**config.mk**
```make
export PLATFORM = sky130hd
export DESIGN_NAME = bitmap_group_set_decoder_unit
export DESIGN_NICKNAME = d
export VERILOG_FILES = /design/src/sv/bgsd_pkg.sv /design/src/sv/bitmap_group_set_decoder_unit.sv
export SDC_FILE = /design/constraint.sdc
export NUM_CORES = 1
export LEC_CHECK = 0
export ABC_AREA = 1
export CAP_MARGIN = 20
export CORE_AREA = 2 2 127 129
export CTS_CLUSTER_SIZE = 25
export DETAILED_ROUTE_END_ITERATION = 16
export DIE_AREA = 0 0 129 131
export DONT_BUFFER_PORTS = 1
export PLACE_DENSITY_LB_ADDON = 0.25
export SLEW_MARGIN = 20
export SYNTH_ARGS = -nofsm -noshare
export SYNTH_HDL_FRONTEND = slang
export SYNTH_SLANG_ARGS = --single-unit
```
**constraint.sdc**
```tcl
create_clock -name clk -period 2.69 [get_ports clk]
set_clock_uncertainty 0.1 [all_clocks]
set_input_delay 0 -clock clk [delete_from_list [all_inputs] [get_ports clk]]
set_output_delay 0 -clock clk [all_outputs]
set_load 0.1 [all_outputs]
```
**src/sv/bgsd_pkg.sv**
```systemverilog
`timescale 1ns / 1ps
// ----------------------------------------------------------------------------
// bgsd_pkg: shared definitions for the bitmap group set decoder
// Holds the field widths, parameter defaults and the sequencer state type.
// ----------------------------------------------------------------------------
package bgsd_pkg;

  localparam int BASE_W = 26;
  localparam int MASK_W = 32;
  localparam int VALUE_W = 31;
  localparam int POS_W = 16;
  localparam int IDX_W = 5;

  localparam int DEF_WORD_BITS = 32;
  localparam int DEF_LIST_CAPACITY = 65536;

  typedef enum logic {
    ST_IDLE,
    ST_EMIT
  } seq_state_t;

endpackage

```
**src/sv/bitmap_group_set_decoder_unit.sv**
```systemverilog
`timescale 1ns / 1ps
// ----------------------------------------------------------------------------
// bitmap_group_set_decoder_unit: expand base/mask groups into a value list
// Turns each set bit of a group's mask into one value item, lowest bit first.
// ----------------------------------------------------------------------------
// Usage:
//   Group channel (group_valid/group_ready) takes one group per item: the
//   base, the presence mask and an end-of-list flag. Value channel
//   (value_valid/value_ready) gives one item per set mask bit: the value
//   (base << log2(WORD_BITS)) | bit index, its position in the list and the
//   group_done / list_done marks.
//   Sequence: a taken group is latched into the pending mask, and its
//   first value is then loaded from there into the output register. A
//   group with n set bits gives n values, one find-lowest-set step per
//   value, all through the single mask scan unit, and a zero mask gives
//   no values.
//   The next group is taken while the last value of the previous one still
//   waits in the output register.
//   A stall on the value side holds the output register and the scan; the
//   decoder resumes the cycle the waiting value is taken.
//   Reset clears the sequencer, the pending mask, the output valid and the
//   running list position.
// ----------------------------------------------------------------------------
module bitmap_group_set_decoder_unit #(
  parameter int WORD_BITS = bgsd_pkg::DEF_WORD_BITS,
  parameter int LIST_CAPACITY = bgsd_pkg::DEF_LIST_CAPACITY
) (
  input  logic                        clk,
  input  logic                        rst,
  input  logic                        group_valid,
  output logic                        group_ready,
  input  logic [bgsd_pkg::BASE_W-1:0] group_base,
  input  logic [bgsd_pkg::MASK_W-1:0] bit_mask,
  input  logic                        end_of_list,
  output logic                        value_valid,
  input  logic                        value_ready,
  output logic [bgsd_pkg::VALUE_W-1:0] set_value,
  output logic [bgsd_pkg::POS_W-1:0]  list_position,
  output logic                        group_done,
  output logic                        list_done
);
  import bgsd_pkg::*;

  // Shift is floor(log2(WORD_BITS)).
  localparam int SHIFT = $clog2(WORD_BITS + 1) - 1;
  // Mask bits at WORD_BITS and above never take part.
  localparam logic [MASK_W-1:0] SCAN_MASK = (WORD_BITS >= MASK_W) ? {MASK_W{1'b1}} :
    MASK_W'((64'd1 << WORD_BITS) - 64'd1);
  // Position saturates at the smaller of capacity-1 and the field maximum.
  localparam int LIMIT_INT = (LIST_CAPACITY - 1 > 65535) ? 65535 : LIST_CAPACITY - 1;
  localparam logic [POS_W-1:0] POS_LIMIT = POS_W'(LIMIT_INT);

  seq_state_t state, state_next;

  logic [MASK_W-1:0] pending_mask;
  logic [BASE_W-1:0] held_base;
  logic              held_last;
  logic [POS_W-1:0]  running_position;

  logic              group_take;
  logic              out_load;
  logic [MASK_W-1:0] masked_in;
  logic [MASK_W-1:0] lowest_bit;
  logic [MASK_W-1:0] pending_next;
  logic [IDX_W-1:0]  lowest_idx;
  logic [MASK_W-1:0] base_shifted;
  logic [MASK_W-1:0] value_full;
  logic              last_of_group;

  assign group_take = group_valid && group_ready;
  assign masked_in = bit_mask & SCAN_MASK;

  // Shared scan unit: isolate the lowest set bit, encode it, drop it.
  always_comb begin
    lowest_bit = pending_mask & (~pending_mask + MASK_W'(1));
    pending_next = pending_mask & (pending_mask - MASK_W'(1));
    lowest_idx = '0;
    for (int i = 0; i < MASK_W; i++) begin
      if (lowest_bit[i]) begin
        lowest_idx = lowest_idx | IDX_W'(i);
      end
    end
    last_of_group = (pending_next == '0);
    base_shifted = {{(MASK_W - BASE_W){1'b0}}, held_base} << SHIFT;
    value_full = base_shifted | {{(MASK_W - IDX_W){1'b0}}, lowest_idx};
  end

  // Output register is free when empty or being taken this cycle.
  assign out_load = (state == ST_EMIT) && (!value_valid || value_ready);

  always_comb begin
    state_next = state;
    group_ready = 1'b0;
    unique case (state)
      ST_IDLE: begin
        group_ready = 1'b1;
        if (group_valid && (masked_in != '0)) begin
          state_next = ST_EMIT;
        end
      end
      ST_EMIT: begin
        if (out_load && last_of_group) begin
          state_next = ST_IDLE;
        end
      end
      default: begin
        state_next = ST_IDLE;
      end
    endcase
  end

  always_ff @(posedge clk) begin
    if (rst) begin
      state <= ST_IDLE;
    end else begin
      state <= state_next;
    end
  end

  always_ff @(posedge clk) begin
    if (rst) begin
      pending_mask <= '0;
      held_base <= '0;
      held_last <= 1'b0;
      running_position <= '0;
      value_valid <= 1'b0;
    end else begin
      if (group_take) begin
        // Latch the group; a zero mask that ends the list just clears the count.
        pending_mask <= masked_in;
        held_base <= group_base;
        held_last <= end_of_list;
        if ((masked_in == '0) && end_of_list) begin
          running_position <= '0;
        end
      end
      if (out_load) begin
        value_valid <= 1'b1;
        pending_mask <= pending_next;
        if (last_of_group && held_last) begin
          running_position <= '0;
        end else if (running_position < POS_LIMIT) begin
          running_position <= running_position + POS_W'(1);
        end else begin
          running_position <= POS_LIMIT;
        end
      end else if (value_ready) begin
        value_valid <= 1'b0;
      end
    end
  end

  // Output payload: hold while stalled, advance on each load.
  always_ff @(posedge clk) begin
    if (out_load) begin
      set_value <= value_full[VALUE_W-1:0];
      list_position <= running_position;
      group_done <= last_of_group;
      list_done <= last_of_group && held_last;
    end
  end

  // A group in flight always has bits left to emit.
  a_emit_has_bits: assert property (@(posedge clk) disable iff (rst)
    (state == ST_EMIT) |-> (pending_mask != '0))
    else $error("decoder in emit state with empty pending mask");

  // The last value of a list is also the last of its group.
  a_list_implies_group: assert property (@(posedge clk) disable iff (rst)
    (value_valid && list_done) |-> group_done)
    else $error("list_done without group_done");

  // Once the list end is out, the running position has been cleared.
  a_list_end_clears: assert property (@(posedge clk) disable iff (rst)
    (value_valid && list_done) |-> (running_position == '0))
    else $error("running position not cleared after list end");

  // Position never passes its saturation point.
  a_pos_limit: assert property (@(posedge clk) disable iff (rst)
    running_position <= POS_LIMIT)
    else $error("running position beyond limit");

endmodule
```
==> impl_metrics.tcl, run 1 <==
set metrics [dict create \
    holdPathStages 3 \
    antenna_found_initial 0 \
    yosys.area.top_type "dfxtp_1" \
    grt_use_total_pct 21.90 \
    postSynth.asyncResetShare_pct 0 \
    first_iter_violations 487 \
    clkLatencyLatePin_ns 0.42 \
    syn_nets 858 \
    syn_avg_cell_area_um2 7.698 \
    core_region_area_um2 15600 \
    ys_top_cells_by_area "dfxtp_1 25%, edfxtp_1 24%, nand2_1 12%" \
    clk_pin_slew_worst_paths_ns 0.06 \
    post_cts_buffers 0 \
    cp.arrival_ns 2.59 \
    drc 0 \
    path_max_fanout 12 \
    htreeDepth 4 \
    cp-end-kind "flip-flop" \
    maxCapViolCount 0 \
    synth-edff-count 49 \
    grt_setup_unrepaired "false" \
    fin_crit_sh_pct 87.16 \
    antenna_cells 0 \
    avgRoutedWirePerCell_um 15.98 \
    grt_pass1_wl_mm 28.48 \
    hold_end "held_base[10]" \
    routed_wirelength_mm 17.71 \
    fmax_mhz 426.5 \
    area_growth_pct 27.86 \
    nets 943 \
    synthCells 794 \
    gp_congestion 0.9610 \
    worstReg2RegStart "running_position[0]" \
    dp_hpwl_mm 11.64 \
    min_from "group_base[10]" \
    antenna_left 0 \
    setup_viol 0 \
    final_area_um2 7815 \
    synth_most_common_cell "nand2_1" \
    synth-seq-cells 126 \
    numCtsBuffers 17 \
    drive_gt1_share_pct 9.305 \
    die_w_um 129 \
    fp-row-count 46 \
    rr_endpoint "running_position[13]" \
    ios 114 \
    grt_pass1_vias 5432 \
    synth-main-ff-cell "dfxtp_1" \
    hold_viol 0 \
    synth_common_cells "201 x nand2_1, 105 x nor2_1, 89 x a21oi_1, 77 x dfxtp_1, 73 x inv_1" \
    die_height_um 131 \
    start_util_pct 39.19 \
    yosysWarnings 0 \
    worst_slew_margin_rel_pct 37.80 \
    crit_type "reg2reg" \
    vias_per_cell 5.081 \
    drtPass1Iterations 5 \
    yosysSeqAreaShare_pct 49.29 \
    required_ns 2.94 \
    powerDensity_nw_per_um2 741.8 \
    die_area_um2 16900 \
    grt_max_degree 65 \
    reg2reg_depth 13 \
    vdd_drop_max_v 0.0005195 \
    grt_overflow 0 \
    synth_top_area_share_pct 25.22 \
    holdWs_ns 0.1736 \
    dpl_cell_area_um2 6346 \
    leakagePower_uw 0.003104 \
    cp-start-kind "flip-flop" \
    vias 5630 \
    worst_slew_pin_slew_ns 0.9349 \
    setup_tns_ns 0 \
    portBuffers 0 \
    cts.sink_count 126 \
    cts_tree "yes" \
    period_needed_ns 2.345 \
    netlist-cell-type-count 38 \
    hold_path_class "in2reg" \
    r2r_slack_ns 0.35 \
    syn_area_um2 6112 \
    cts.path.max_buffers 2 \
    drv_slew 0 \
    root_buffer "clkbuf_16" \
    status "completed" \
]
-- final cells by class --
class | instances | area [um2]
clock buffers | 22 | 518.0
clock inverters | 10 | 100.1
fillers | 1504 | 7782
inverters | 77 | 289.0
multi-input cells | 563 | 2694
flip-flops and latches | 126 | 3013
well taps | 216 | 270.3
repair buffers | 94 | 930.9
-- timing repair --
item | in CTS | in global routing
hold endpoints to repair | 77 | 0
endpoints found under the setup margin | 0 | 12
resized for setup | 0 | 2
hold buffers | 83 | 0
-- logic make-up after synthesis --
| family | Yosys count | share of synthesized area (%) |
|---|---|---|
| and+or+nand+nor | 391 | 28.68 |
| DFF | 126 | 49.29 |
| buffers and inverters | 105 | 6.755 |
| AOI/OAI and AO/OA | 168 | 14.64 |
| adders and majority gates | 1 | 0.2047 |
| xor gates and xnor gates | 3 | 0.4300 |
-- cell usage in the layout, fill, tap and decap left out, drive strengths merged --
cell type	instances
a21oi	89
a221oi	2
a22oi	1
a31o	1
a31oi	3
buf	12
bufinv	1
clkbuf	22
clkinv	4
clkinvlp	4
dfxtp	77
dlygate4sd3	82
edfxtp	49
ha	1
inv	78
nand2	212
nand3	22
nand4	14
nor2	122
nor3	6
nor3b	1
nor4	10
nor4b	1
o2111ai	1
o211ai	2
o21ai	55
o22ai	6
o31ai	8
or2	3
xnor2	2
xor2	1
-- routing by layer --
metal / global-route usage [%] / routed length (um) / share of wire, %
met1: 28.40 / 7901 / 45
met2: 34.83 / 8114 / 46
met3: 6.922 / 1364 / 7.7
met4: 7.417 / 325 / 1.8
met5: 0 / 0 / 0
-- where the power goes --
group / internal (uW) / switching [uW] / total, uW
clock network: 1470 / 889 / 2360
registers: 2130 / 454 / 2580
logic: 301 / 556 / 857
-- sequential cells by signal, indices dropped and copies added (netlist names) --
name and count:
state 1, pending_mask 32, running_position 16, held_base 26
set_value 31, list_done 1, held_last 1, value_valid 1
list_position 16, group_done 1
-- stage by stage --
stage / power (uW) / setup slack, ns / cells / utilization, %
after floorplan: 3168 / 0.1406 / 794 / -
after global placement: 3349 / 0.2565 / 993 / 40.69
after detailed placement: 3349 / 0.2369 / 993 / 40.69
after CTS: 5827 / 0.2120 / 1108 / 50.09
after global routing: 6052 / 0.002313 / 1108 / 50.10
final: 5797 / 0.3453 / 1108 / 50.10
-- worst max-delay path by stage --
stage | startpoint | to | slack [ns] | depth (start not counted)
2_1_floorplan | value_valid | pending_mask[1] | 0.14 | 6
3_3_place_gp | running_position[0] | running_position[13] | 0.26 | 13
3_5_place_dp | running_position[0] | running_position[13] | 0.24 | 13
4_1_cts | running_position[0] | running_position[13] | 0.21 | 13
5_1_grt | running_position[0] | running_position[13] | 0.002 | 13
6_report | running_position[0] | running_position[13] | 0.35 | 13
-- critical path, cell delays in order (launching register included) --
cell and delay [ns]:
dfxtp_1 0.45, ha_1 0.22, nand3_1 0.12, nor2_1 0.16
inv_1 0.08, nor2_1 0.19, nand2_1 0.13, nor2_2 0.21
inv_2 0.16, o21ai_0 0.09, o21ai_0 0.09, inv_1 0.10
nand2_2 0.05, a21oi_1 0.11
No activity file was read; power rests on OpenSTA's default activity.
==> inputs of run 2 (changes only) <==
==> constraint.sdc (replaced) <==
create_clock -name clk -period 2.48 [get_ports clk]
set_clock_uncertainty 0.1 [all_clocks]
set_input_delay 0.372 -clock clk [delete_from_list [all_inputs] [get_ports clk]]
set_output_delay 0.372 -clock clk [all_outputs]
set_load 0.1 [all_outputs]
==> run 2 against run 1 <==
Flip-flop and latch count stayed put. Sequential power is 7% lower. Via count down 0.41%. Global-route usage down 0.90 points. Clock power grew 7%. First-iteration DRC count increased by 10%. Critical path type unchanged. Largest cell class unchanged.
==> impl_metrics.tcl, run 2 (synthesized netlist as in run 1, its figures left out) <==
set metrics [dict create \
    nets 941 \
    nFillCells 1556 \
    root_buffer "clkbuf_16" \
    path_max_fanout 17 \
    setup_viol 0 \
    cp.arrival_ns 2.43 \
    gp_congestion 0.9816 \
    startpoint "pending_mask[15]" \
    die_w_um 129 \
    holdWs_ns 0.006626 \
    vias_per_cell 5.070 \
    hold_viol 0 \
    grt_overflow 0 \
    clk_pin_slew_worst_paths_ns 0.06 \
    vdd_drop_max_v 0.0005416 \
    drc 0 \
    crit_path_top_delay_cell "dfxtp_1" \
    die_area_um2 16900 \
    drv_slew 0 \
    start_util_pct 39.19 \
    largest_register_ffs 32 \
    dp_hpwl_mm 11.80 \
    area_growth_pct 25.45 \
    grt_use_total_pct 21.00 \
    period_needed_ns 2.232 \
    htreeDepth 4 \
    fp-row-count 46 \
    crit_type "reg2reg" \
    grt_setup_unrepaired "false" \
    drive_gt1_share_pct 15.28 \
    required_ns 2.68 \
    die_height_um 131 \
    ios 114 \
    drtPass1Iterations 5 \
    leakagePower_uw 0.003106 \
    regMostFlops "pending_mask" \
    maxCapViolCount 0 \
    layout.cells.most_common_list "201 x nand2_1, 104 x nor2_1, 89 x a21oi_1, 76 x dfxtp_1, 73 x inv_1" \
    routed_wirelength_mm 17.27 \
    first_iter_violations 538 \
    status "completed" \
    cts.path.max_buffers 2 \
    cp-start-kind "flip-flop" \
    min_from "bit_mask[31]" \
    antenna_cells 0 \
    met3_length_mm 1.356 \
    portBuffers 0 \
    routed-wl-met2_mm 8.063 \
    worstReg2RegStart "pending_mask[15]" \
    reg.largest.list "pending_mask (32), set_value (31), held_base (26)" \
    path_cells "nor2_1 > nand2_1 > nor2_1 > nand3_1 > nand2_1 > nand2_1 > inv_1 > nand2_1 > nor2_4 > nand4_4 > buf_12 > nand2_1 > a21oi_1" \
    vias 5607 \
    worst_slew_pin_slew_ns 0.7516 \
    powerDensity_nw_per_um2 817.0 \
    cp-end-kind "flip-flop" \
    grt_max_degree 102 \
    numCtsBuffers 17 \
    cts.sink_count 126 \
    antenna_left 0 \
    cp_num_buf_inv 2 \
    final_common_cell "nand2_1" \
    fin_crit_sh_pct 89.99 \
    hold_path_class "in2reg" \
    worst_slew_margin_rel_pct 49.84 \
    cts_tree "yes" \
    wl_met1_mm 7.532 \
    slowest_delay_ns 0.36 \
    grt_pass1_vias 5320 \
    setup_tns_ns 0 \
    antenna_found_initial 0 \
    core_region_area_um2 15600 \
    cpMostUsedCell "nand2_1" \
    crit_family "simple AND/OR/NAND/NOR gates" \
    cts-resized-gates 0 \
    clkLatencyLatePin_ns 0.42 \
    avgRoutedWirePerCell_um 15.62 \
    fmax_mhz 448.1 \
    grt_pass1_wl_mm 27.10 \
    top_layer "met4" \
]
## run 2: worst paths after layout
| kind | to | slack (ns) | cells after the start |
|---|---|---|---|
| min | pending_mask[31] | 0.007 | 2 |
| min reg2reg | set_value[28] | 0.32 | 0 |
| max reg2reg | running_position[0] | 0.25 | 13 |
| max | running_position[0] | 0.25 | 13 |
## run 2: per-layer routing
metal / vias to the layer above / track usage, %
met5: - / 0
met4: 0 / 7.801
met3: 28 / 6.555
met1: 2565 / 26.56
met2: 200 / 33.92
li1: 2814 / -
## run 2: cell type report
type,instances,area [um2],area share (%)
well taps,216,270.3,3.525
repair buffers,92,803.3,10.48
clock inverters,14,167.7,2.187
flip-flops and latches,126,3014,39.31
clock buffers,18,429.2,5.597
inverters,77,289.0,3.770
multi-input cells,563,2694,35.13
## run 2: where the power goes
| part | total (uW) | internal, uW | switching [uW] |
|---|---|---|---|
| logic | 1330 | 340 | 992 |
| clock network | 2530 | 1580 | 951 |
| registers | 2400 | 2310 | 98.0 |
| total | 6260 | 4220 | 2040 |
## run 2: what timing repair did
| action | CTS | global route |
|---|---|---|
| hold endpoints to repair | 67 | 1 |
| hold buffers | 27 | 1 |
| endpoints found under the setup margin | 0 | 13 |
| setup buffers | 0 | 1 |
## run 2: per-stage QoR
stage	power (uW)	setup slack, ns	util [%]	cells	area [um2]
2_1_floorplan	3437	0.2427	-	794	6115
3_3_place_gp	3711	0.1710	43.28	1045	6750
3_5_place_dp	3713	0.1982	43.28	1045	6750
4_1_cts	6297	0.1633	48.95	1104	7635
5_1_grt	6518	0.01377	49.16	1106	7667
6_report	6264	0.2483	49.16	1106	7667
